`config.mk`:
```
export PLATFORM = sky130hd
export DESIGN_NAME = msb_first_bit_packer_core
export DESIGN_NICKNAME = d
export VERILOG_FILES = /design/src/sv/bpk_pkg.sv /design/src/sv/bpk_front.sv /design/src/sv/bpk_queue.sv /design/src/sv/bpk_back.sv /design/src/sv/msb_first_bit_packer_core.sv
export SDC_FILE = /design/constraint.sdc
export NUM_CORES = 1
export LEC_CHECK = 0
export BUFFER_PORTS_ARGS = -buffer_cell sky130_fd_sc_hd__buf_2
export CORE_MARGIN = 4
export CORE_UTILIZATION = 54
export DETAILED_ROUTE_END_ITERATION = 8
export PLACE_DENSITY = 0.8
export SETUP_SLACK_MARGIN = 0.5
export SYNTH_ARGS = -nofsm -noshare
export SYNTH_HDL_FRONTEND = slang
export SYNTH_SLANG_ARGS = --single-unit
export TNS_END_PERCENT = 50
```
`constraint.sdc`:
```
create_clock -name clk -period 5.1 [get_ports clk]
set_clock_uncertainty 0.05 [all_clocks]
set_input_delay 0.51 -clock clk [delete_from_list [all_inputs] [get_ports clk]]
set_output_delay 0.51 -clock clk [all_outputs]
set_load 0.01 [all_outputs]
```
`src/sv/bpk_pkg.sv`:
```
// ----------------------------------------------------------------------------
// bpk_pkg
// Types and constants shared by the bit packer modules.
// ----------------------------------------------------------------------------
package bpk_pkg;

  localparam int WordW  = 32;
  localparam int CountW = 6;
  localparam int QueueDepth = 2;
  localparam int PtrW   = $clog2(QueueDepth);
  localparam int CntW   = $clog2(QueueDepth + 1);

  localparam logic [CountW-1:0] WordBits = 6'd32;

  typedef enum logic [0:0] {
    OP_APPEND = 1'b0,
    OP_FLUSH  = 1'b1
  } op_t;

  typedef struct packed {
    op_t               op;
    logic [WordW-1:0]  value;
    logic [CountW-1:0] count;
  } bpk_item_t;

  typedef struct packed {
    logic full;
    logic nonempty;
  } bpk_qstat_t;

  function automatic logic [WordW-1:0] low_mask(input logic [CountW-1:0] n);
    logic [WordW-1:0] m;
    if (n >= WordBits) begin
      m = {WordW{1'b1}};
    end else begin
      m = ({{(WordW-1){1'b0}}, 1'b1} << n[4:0]) - {{(WordW-1){1'b0}}, 1'b1};
    end
    return m;
  endfunction

endpackage

```
`src/sv/bpk_front.sv`:
```
// ----------------------------------------------------------------------------
// bpk_front
// Accepts input transactions, saturates the count, masks the code and drops
// zero-length appends before they reach the queue.
// ----------------------------------------------------------------------------
module bpk_front import bpk_pkg::*; (
  input  logic              in_valid,
  output logic              in_stall,
  input  logic              in_mode,
  input  logic [WordW-1:0]  in_code_value,
  input  logic [CountW-1:0] in_bit_count,
  input  bpk_qstat_t        q_stat,
  output logic              q_push,
  output bpk_item_t         q_item
);

  logic [CountW-1:0] count_sat;
  op_t               op;

  always_comb begin
    op        = op_t'(in_mode);
    count_sat = (in_bit_count > WordBits) ? WordBits : in_bit_count;
    q_item.op    = op;
    q_item.count = count_sat;
    q_item.value = in_code_value & low_mask(count_sat);
  end

  assign in_stall = q_stat.full;
  assign q_push   = in_valid && !q_stat.full &&
                    !((op == OP_APPEND) && (count_sat == '0));

endmodule

```
`src/sv/bpk_queue.sv`:
```
// ----------------------------------------------------------------------------
// bpk_queue
// Two-entry queue of classified transactions between front and back.
// ----------------------------------------------------------------------------
module bpk_queue import bpk_pkg::*; (
  input  logic       clk,
  input  logic       rst_n,
  input  logic       push,
  input  bpk_item_t  push_item,
  input  logic       pop,
  output bpk_item_t  head_item,
  output bpk_qstat_t stat
);

  bpk_item_t       mem_r [QueueDepth];
  logic [PtrW-1:0] wr_ptr_r;
  logic [PtrW-1:0] rd_ptr_r;
  logic [CntW-1:0] cnt_r;

  localparam logic [CntW-1:0] CntFull = CntW'(QueueDepth);
  localparam logic [PtrW-1:0] PtrLast = PtrW'(QueueDepth - 1);

  assign stat.full     = (cnt_r == CntFull);
  assign stat.nonempty = (cnt_r != '0);
  assign head_item     = mem_r[rd_ptr_r];

  always_ff @(posedge clk) begin
    if (!rst_n) begin
      wr_ptr_r <= '0;
      rd_ptr_r <= '0;
      cnt_r    <= '0;
    end else begin
      if (push) begin
        wr_ptr_r <= (wr_ptr_r == PtrLast) ? '0 : wr_ptr_r + 1'b1;
      end
      if (pop) begin
        rd_ptr_r <= (rd_ptr_r == PtrLast) ? '0 : rd_ptr_r + 1'b1;
      end
      if (push && !pop) begin
        cnt_r <= cnt_r + 1'b1;
      end else if (pop && !push) begin
        cnt_r <= cnt_r - 1'b1;
      end
    end
  end

  always_ff @(posedge clk) begin
    if (push) begin
      mem_r[wr_ptr_r] <= push_item;
    end
  end

endmodule

```
`src/sv/bpk_back.sv`:
```
// ----------------------------------------------------------------------------
// bpk_back
// Packs queued transactions into the open word and registers completed words.
// ----------------------------------------------------------------------------
module bpk_back import bpk_pkg::*; (
  input  logic             clk,
  input  logic             rst_n,
  input  bpk_qstat_t       q_stat,
  input  bpk_item_t        q_item,
  output logic             q_pop,
  output logic             out_valid,
  input  logic             out_stall,
  output logic [WordW-1:0] out_packed_word
);

  logic [WordW-1:0]  acc_r, acc_nxt;
  logic [CountW-1:0] free_r, free_nxt;
  logic              out_valid_r, out_valid_nxt;
  logic [WordW-1:0]  word_r, word_nxt;

  logic [CountW-1:0] rest;
  logic [CountW-1:0] left;
  logic [WordW-1:0]  merged;
  logic              over;
  logic              emit;

  always_comb begin
    q_pop  = q_stat.nonempty && (!out_valid_r || !out_stall);
    over   = q_item.count > free_r;
    rest   = q_item.count - free_r;
    left   = free_r - q_item.count;
    merged = acc_r | (q_item.value << left);

    acc_nxt       = acc_r;
    free_nxt      = free_r;
    word_nxt      = word_r;
    emit          = 1'b0;
    out_valid_nxt = out_valid_r && out_stall;

    if (q_pop) begin
      unique case (q_item.op)
        OP_FLUSH: begin
          if (free_r != WordBits) begin
            emit     = 1'b1;
            word_nxt = acc_r;
            acc_nxt  = '0;
            free_nxt = WordBits;
          end
        end
        OP_APPEND: begin
          if (over) begin
            emit     = 1'b1;
            word_nxt = acc_r | (q_item.value >> rest);
            acc_nxt  = q_item.value << (WordBits - rest);
            free_nxt = WordBits - rest;
          end else if (left == '0) begin
            emit     = 1'b1;
            word_nxt = merged;
            acc_nxt  = '0;
            free_nxt = WordBits;
          end else begin
            acc_nxt  = merged;
            free_nxt = left;
          end
        end
        default: begin
          acc_nxt = acc_r;
        end
      endcase
    end

    if (emit) begin
      out_valid_nxt = 1'b1;
    end
  end

  always_ff @(posedge clk) begin
    if (!rst_n) begin
      acc_r       <= '0;
      free_r      <= WordBits;
      out_valid_r <= 1'b0;
    end else begin
      acc_r       <= acc_nxt;
      free_r      <= free_nxt;
      out_valid_r <= out_valid_nxt;
    end
  end

  always_ff @(posedge clk) begin
    word_r <= word_nxt;
  end

  assign out_valid       = out_valid_r;
  assign out_packed_word = word_r;

endmodule

```
`src/sv/msb_first_bit_packer_core.sv`:
```
// ----------------------------------------------------------------------------
// msb_first_bit_packer_core
// Takes one transaction per clock while in_stall is low; a completed word goes
// through a queue entry and then the result register to the output. The front
// saturates and masks each code, a two-entry queue holds it, and the back
// shifts it into the open word with one shift-and-OR per cycle, so the rate is
// one transaction per cycle while the result register drains. in_stall rises
// only after out_stall has held the result register and filled the queue.
// ----------------------------------------------------------------------------
module msb_first_bit_packer_core import bpk_pkg::*; (
  input  logic              clk,
  input  logic              rst_n,
  input  logic              in_valid,
  output logic              in_stall,
  input  logic              in_mode,
  input  logic [WordW-1:0]  in_code_value,
  input  logic [CountW-1:0] in_bit_count,
  output logic              out_valid,
  input  logic              out_stall,
  output logic [WordW-1:0]  out_packed_word
);

  bpk_qstat_t q_stat;
  bpk_item_t  push_item;
  bpk_item_t  head_item;
  logic       q_push;
  logic       q_pop;

  bpk_front u_front (
    .in_valid      (in_valid),
    .in_stall      (in_stall),
    .in_mode       (in_mode),
    .in_code_value (in_code_value),
    .in_bit_count  (in_bit_count),
    .q_stat        (q_stat),
    .q_push        (q_push),
    .q_item        (push_item)
  );

  bpk_queue u_queue (
    .clk       (clk),
    .rst_n     (rst_n),
    .push      (q_push),
    .push_item (push_item),
    .pop       (q_pop),
    .head_item (head_item),
    .stat      (q_stat)
  );

  bpk_back u_back (
    .clk             (clk),
    .rst_n           (rst_n),
    .q_stat          (q_stat),
    .q_item          (head_item),
    .q_pop           (q_pop),
    .out_valid       (out_valid),
    .out_stall       (out_stall),
    .out_packed_word (out_packed_word)
  );

endmodule

```
Yosys cells after proc, flatten, opt, wreduce, memory -nomap -nowiden
Memories as Yosys holds them, arrays and structs flattened. A register that Yosys moved wholly into a read port is not among the register bits.
Index checks and enable logic that the tools add are counted.
- memories kept: 1
- RAM bits: 78
- output and inout bits: 34
- register bits: 75
- memory list (name ; depth ; bits a word ; read ports ; clocked after Yosys merged registers in ; write ports ; line ; source):
    u_queue.mem_r ; 2 ; 39 ; 1 ; 1 ; 1 ; bpk_queue.sv:15 ; bpk_item_t mem_r [QueueDepth];
- bitwise logic cells: 5
- $lt $le $gt $ge: 3
- add/subtract/negate cells: 8
- reduce and logical (&&, ||, !) cells: 20
- eq/ne operators: 4
- muxes and demuxes: 28
- shift operators: 4
- operators by type and width (operator ; count):
    $mux 32 ; 7
    $pmux 32 s2 ; 2
    $or 32x32->32 ; 2
    $shl 32x6->32 ; 2
    $and 32x32->32 ; 1
    $shl 1x5->32 const A ; 1
    $shr 32x6->32 ; 1
    $sub 32x1->32 const B ; 1
    $mux 6 ; 4
    $logic_not 6->1 ; 2
    $pmux 6 s2 ; 1
    $sub 6x6->6 ; 2
    $mux 1 ; 11
    $logic_and 1x1->1 ; 7
    $ge 6x6->1 const B ; 1
    $gt 6x6->1 ; 1
    $gt 6x6->1 const B ; 1
    $logic_not 1->1 ; 6
    $ne 6x6->1 const B ; 1
    $sub 6x6->6 const A ; 1
    $mux 2 ; 2
    $reduce_bool 2->1 ; 2
    $ne 3x1->1 const B ; 1
    $reduce_and 3->1 ; 1
    9 further kinds ; 11

Logic depth before layout (Yosys ltp)
- depth after elaboration: 10
- depth in mapped cells: 21

By module
From an unflattened synthesis, not the netlist that was laid out.
- cell total of the unflattened synthesis: 1309
- area, all modules: 11837.6 sq um
- modules (own cells, without submodules) (module ; sequential area each (sq um) ; cells each ; times used ; area each (sq um)):
    bpk_back ; 1741.7 ; 1009 ; 1 ; 7865.0
    bpk_queue ; 2442.3 ; 143 ; 1 ; 3031.7
    bpk_front ; 0.0 ; 157 ; 1 ; 940.9

Least setup slack after synthesis
Ideal clock, no wire load.
- path kind: reg-to-reg
- start: reg (tool-made name)
- end: reg u_back.acc_r[26]
- cell stages (with the launch flop): 21
- setup slack: 0.280 ns
- library setup time: 0.087 ns
- arrival time: 4.683 ns
- path buffers: 9
- cells stage by stage: dfxtp_1 -> buf_6 -> buf_12 -> buf_6 -> buf_4 -> buf_4 -> mux2i_1 -> ha_1 -> inv_1 -> fa_1 -> clkbuf_1 -> inv_1 -> buf_1 -> ha_1 -> inv_2 -> buf_1 -> clkbuf_1 -> mux4_2 -> o21ai_0 -> a21oi_1 -> o31ai_1
- RTL lines (what ; line ; source):
    end signal, assigned ; bpk_back.sv:83 ; acc_r <= acc_nxt;
    end, declared ; bpk_back.sv:16 ; logic [WordW-1:0] acc_r, acc_nxt;

==> run_results.csv <==
group,metric,value,unit
logic_synthesis,synth_top_area_cell,"edfxtp_1",
worst_setup_path,crit_top_cell,"mux2i_1",
logic_synthesis,syn_area_per_cell,9.72,um^2
worst_setup_path,worstPathRequired,5.23,ns
logic_synthesis,synth-adder-area-share,1.71,%
logic_synthesis,synth_top_area_share,26.3,%
floorplan,pin_count,77,
sta,finalHoldViolCount,0,
sta,fmax,225,MHz
worst_setup_path,cp_slowest_stage_delay,0.80,ns
logic_synthesis,synth_xor_area_share,2.32,%
clock_network,cts_buffer_depth,2,
worst_hold_path,min_to,"u_queue.mem_r[1][38]",
detailed_routing,viasPerCell,7.00,
placed_design,place_ws,0.663,ns
logic_synthesis,synthTopCellsByCount,"nand2_1 (137), mux2i_1 (126), edfxtp_1 (110)",
worst_hold_path,hold_depth,1,
clock_network,cts.reportedPaths.clkPinSlew,0.08,ns
global_route,grt_pass1_vias,10810,
global_route,grt_usage,34.2,%
worst_setup_path,critPathBufInv,2,
logic_synthesis,synth_ff_type,"edfxtp_1",
logic_synthesis,ys_warn_count,0,
sta,fin_ws,0.650,ns
floorplan,start_util,55.1,%
logic_synthesis,synthArstFlopShare,0,%
logic_synthesis,synth-simple-area-share,14.1,%
sta,rsz0062_at_grt,"false",
detailed_routing,wirelength,45.1,mm
detailed_routing,drc_errors,0,
worst_setup_path,critical-path-top-delay-family,"compound AO/OA/AOI/OAI gates",
worst_hold_path,min_from,"in_mode",
clock_network,cts_tree,"yes",
logic_synthesis,syn_inst,1291,
worst_setup_path,critical_path_class,"flop to flop",
run,max-cap-violations,0,
logic_synthesis,synth.area.top_cells,"edfxtp_1 (26%), mux4_2 (11%), mux2i_1 (10%)",
logic_synthesis,synth_compound_area_share,18.5,%
global_route,overflow,0,
outcome,status,"complete, no violations",
worst_setup_path,reg2reg_slack,0.65,ns
sta,fin_crit_sh,87.3,%
logic_synthesis,syn_nets,1350,
global_route,antenna_found_initial,0,
floorplan,dieArea,0.0258,mm^2
floorplan,die_width,160,um
floorplan,design.core.area,0.0228,mm^2
logic_synthesis,ys_types,91,
global_route,grt_max_degree,44,
worst_setup_path,worstSetupEndpointType,"flop",
finish,fin_nets,1398,
worst_setup_path,crit_path_max_fanout,22,
sta,max_slew_margin,25.3,%
logic_synthesis,ys_seq_area_share,33.3,%
sta,fin_crit,4.45,ns
logic_synthesis,yosysMostFrequentCell,"nand2_1",
clock_network,hold_buffers,0,
sta,slew_viol_final,0,
sta,fin_tns_setup,0,ns
detailed_routing,wl_per_cell,27.1,um
worst_setup_path,slowest_stage,"xnor2_4",
sta,tightestPinTransition,1.12,ns
worst_setup_path,r2r-end,"u_back.out_packed_word[31]",
clock_network,cts_buffers,17,
placed_design,placed_cells,1631,
global_route,grt_pass1_wl,67.6,mm
worst_setup_path,cp-start-kind,"flop",
clock_network,cts.sinks,154,
worst_hold_path,min_path_type,"primary input to flop",
logic_synthesis,synth-seq-cells,154,
detailed_routing,first_pass_iters,7,
finish,instances_no_fill,1665,
detailed_routing,ant_nets,0,
floorplan,die_h,160,um
logic_synthesis,synth_mux_area_share,25.4,%
sta,setup_viol,0,
finish,drive_gt1_share,21.4,%
finish,diodes,0,
detailed_routing,vias,11650,
floorplan,rows,55,
worst_setup_path,path_cells,"mux2i_1 -> inv_1 -> ha_4 -> inv_1 -> fa_1 -> xnor2_4 -> mux2i_1 -> mux2i_1 -> o21ai_0 -> o21ai_0 -> o2111ai_1 -> nand2_1",
worst_setup_path,reg2reg_depth,12,
placed_design,hpwlAfterDp,34.2,mm
detailed_routing,drt_iter0_markers,1837,
placed_design,port_buffers,76,
placed_design,place_congestion,1.05,
logic_synthesis,syn_area,0.0126,mm^2
logic_synthesis,synth_top_family_by_area,"multiplexers",
finish,syn2layout_area_growth,10.5,%
worst_setup_path,crit_arrival,4.58,ns
logic_synthesis,synth_edf_count,110,
clock_network,cts_root_buffer,"clkbuf_16",
clock_network,clk_latency,0.44,ns
clock_network,h-tree-depth,4,
-- repair_timing --
action | CTS | global route
gates resized for setup | 0 | 1
buffers inserted | 0 | 1
setup endpoints to repair | 0 | 4
-- sequential cells by signal (all words and copies together), names as in the netlist, named ones only --
register and count:
u_back.acc_r 32, u_back.free_r 6, u_back.out_packed_word 32, u_back.out_valid 1, u_queue.cnt_r 2, u_queue.mem_r 78, u_queue.rd_ptr_r 1, u_queue.wr_ptr_r 1
-- layout make-up --
type	count	area [um^2]
Timing Repair Buffer	123	746
Clock buffer	17	425
Clock inverter	15	173
Multi-Input combinational cell	1016	7850
Inverter	27	101
Tap cell	313	392
Fill cell	1878	8900
Sequential cell	154	4190
-- logic make-up after synthesis --
kind of cell | Yosys count
buf+inv | 122
mux | 234
compound gates | 356
flops | 154
simple gates | 388
fa+ha+maj | 16
xor+xnor | 21
-- worst register-to-register path, stage by stage, from the launching register on --
cell and delay (ns):
dfxtp_4 0.38, mux2i_1 0.15, inv_1 0.12, ha_4 0.16, inv_1 0.05, fa_1 0.62, xnor2_4 0.80, mux2i_1 0.45
mux2i_1 0.12, o21ai_0 0.42, o21ai_0 0.30, o2111ai_1 0.45, nand2_1 0.11
-- per-layer routing --
layer	share of wire, %	global-route usage, %
met3	11	6.26
met5	0	0
met2	44	53.0
met1	39	46.4
met4	6.5	16.7
-- stage by stage --
step                hold WS, ns  util [%]  instance area, um^2
detailed placement        0.399      58.1                13200
global placement          0.397      58.1                13200
global route              0.213      60.9                13900
floorplan                 0.383         -                12600
finish                    0.221      60.9                13900
CTS                       0.211      60.7                13800
-- how the worst max path moves through the flow --
stage	start	to	slack, ns	depth (start not counted)
after floorplan	flop	u_back.acc_r[17]	0.60	20
after global placement	flop	u_back.out_packed_word[31]	0.73	10
after detailed placement	flop	u_back.out_packed_word[31]	0.66	10
after CTS	flop	u_back.out_packed_word[31]	0.64	10
after global routing	flop	u_back.out_packed_word[31]	0.59	10
final	flop	u_back.out_packed_word[31]	0.65	12
-- cell usage in the layout, fill, tap and decap left out, types with 5 or more instances in the layout --
cell type / count
a22oi_1: 10
inv_1: 24
nor3_1: 36
xnor2_1: 5
ha_1: 12
nor2b_1: 17
inv_8: 6
buf_4: 46
mux2_2: 43
and3_1: 11
o31ai_1: 8
and2_1: 11
edfxtp_1: 110
nand3_1: 32
a21o_1: 7
mux2i_1: 126
a21oi_1: 80
xor2_1: 6
a221o_1: 5
o21a_1: 13
nand2_1: 137
dfxtp_1: 43
clkbuf_16: 17
a31oi_1: 16
o21ai_0: 98
mux4_2: 59
or3_1: 6
o221ai_1: 11
nor2_1: 106
o22ai_1: 11
buf_2: 76
a211oi_1: 14
a21boi_0: 15
o211ai_1: 14
Power is not shown: default switching activity piles up to over one toggle a cycle in this logic, so the estimate is an artifact.
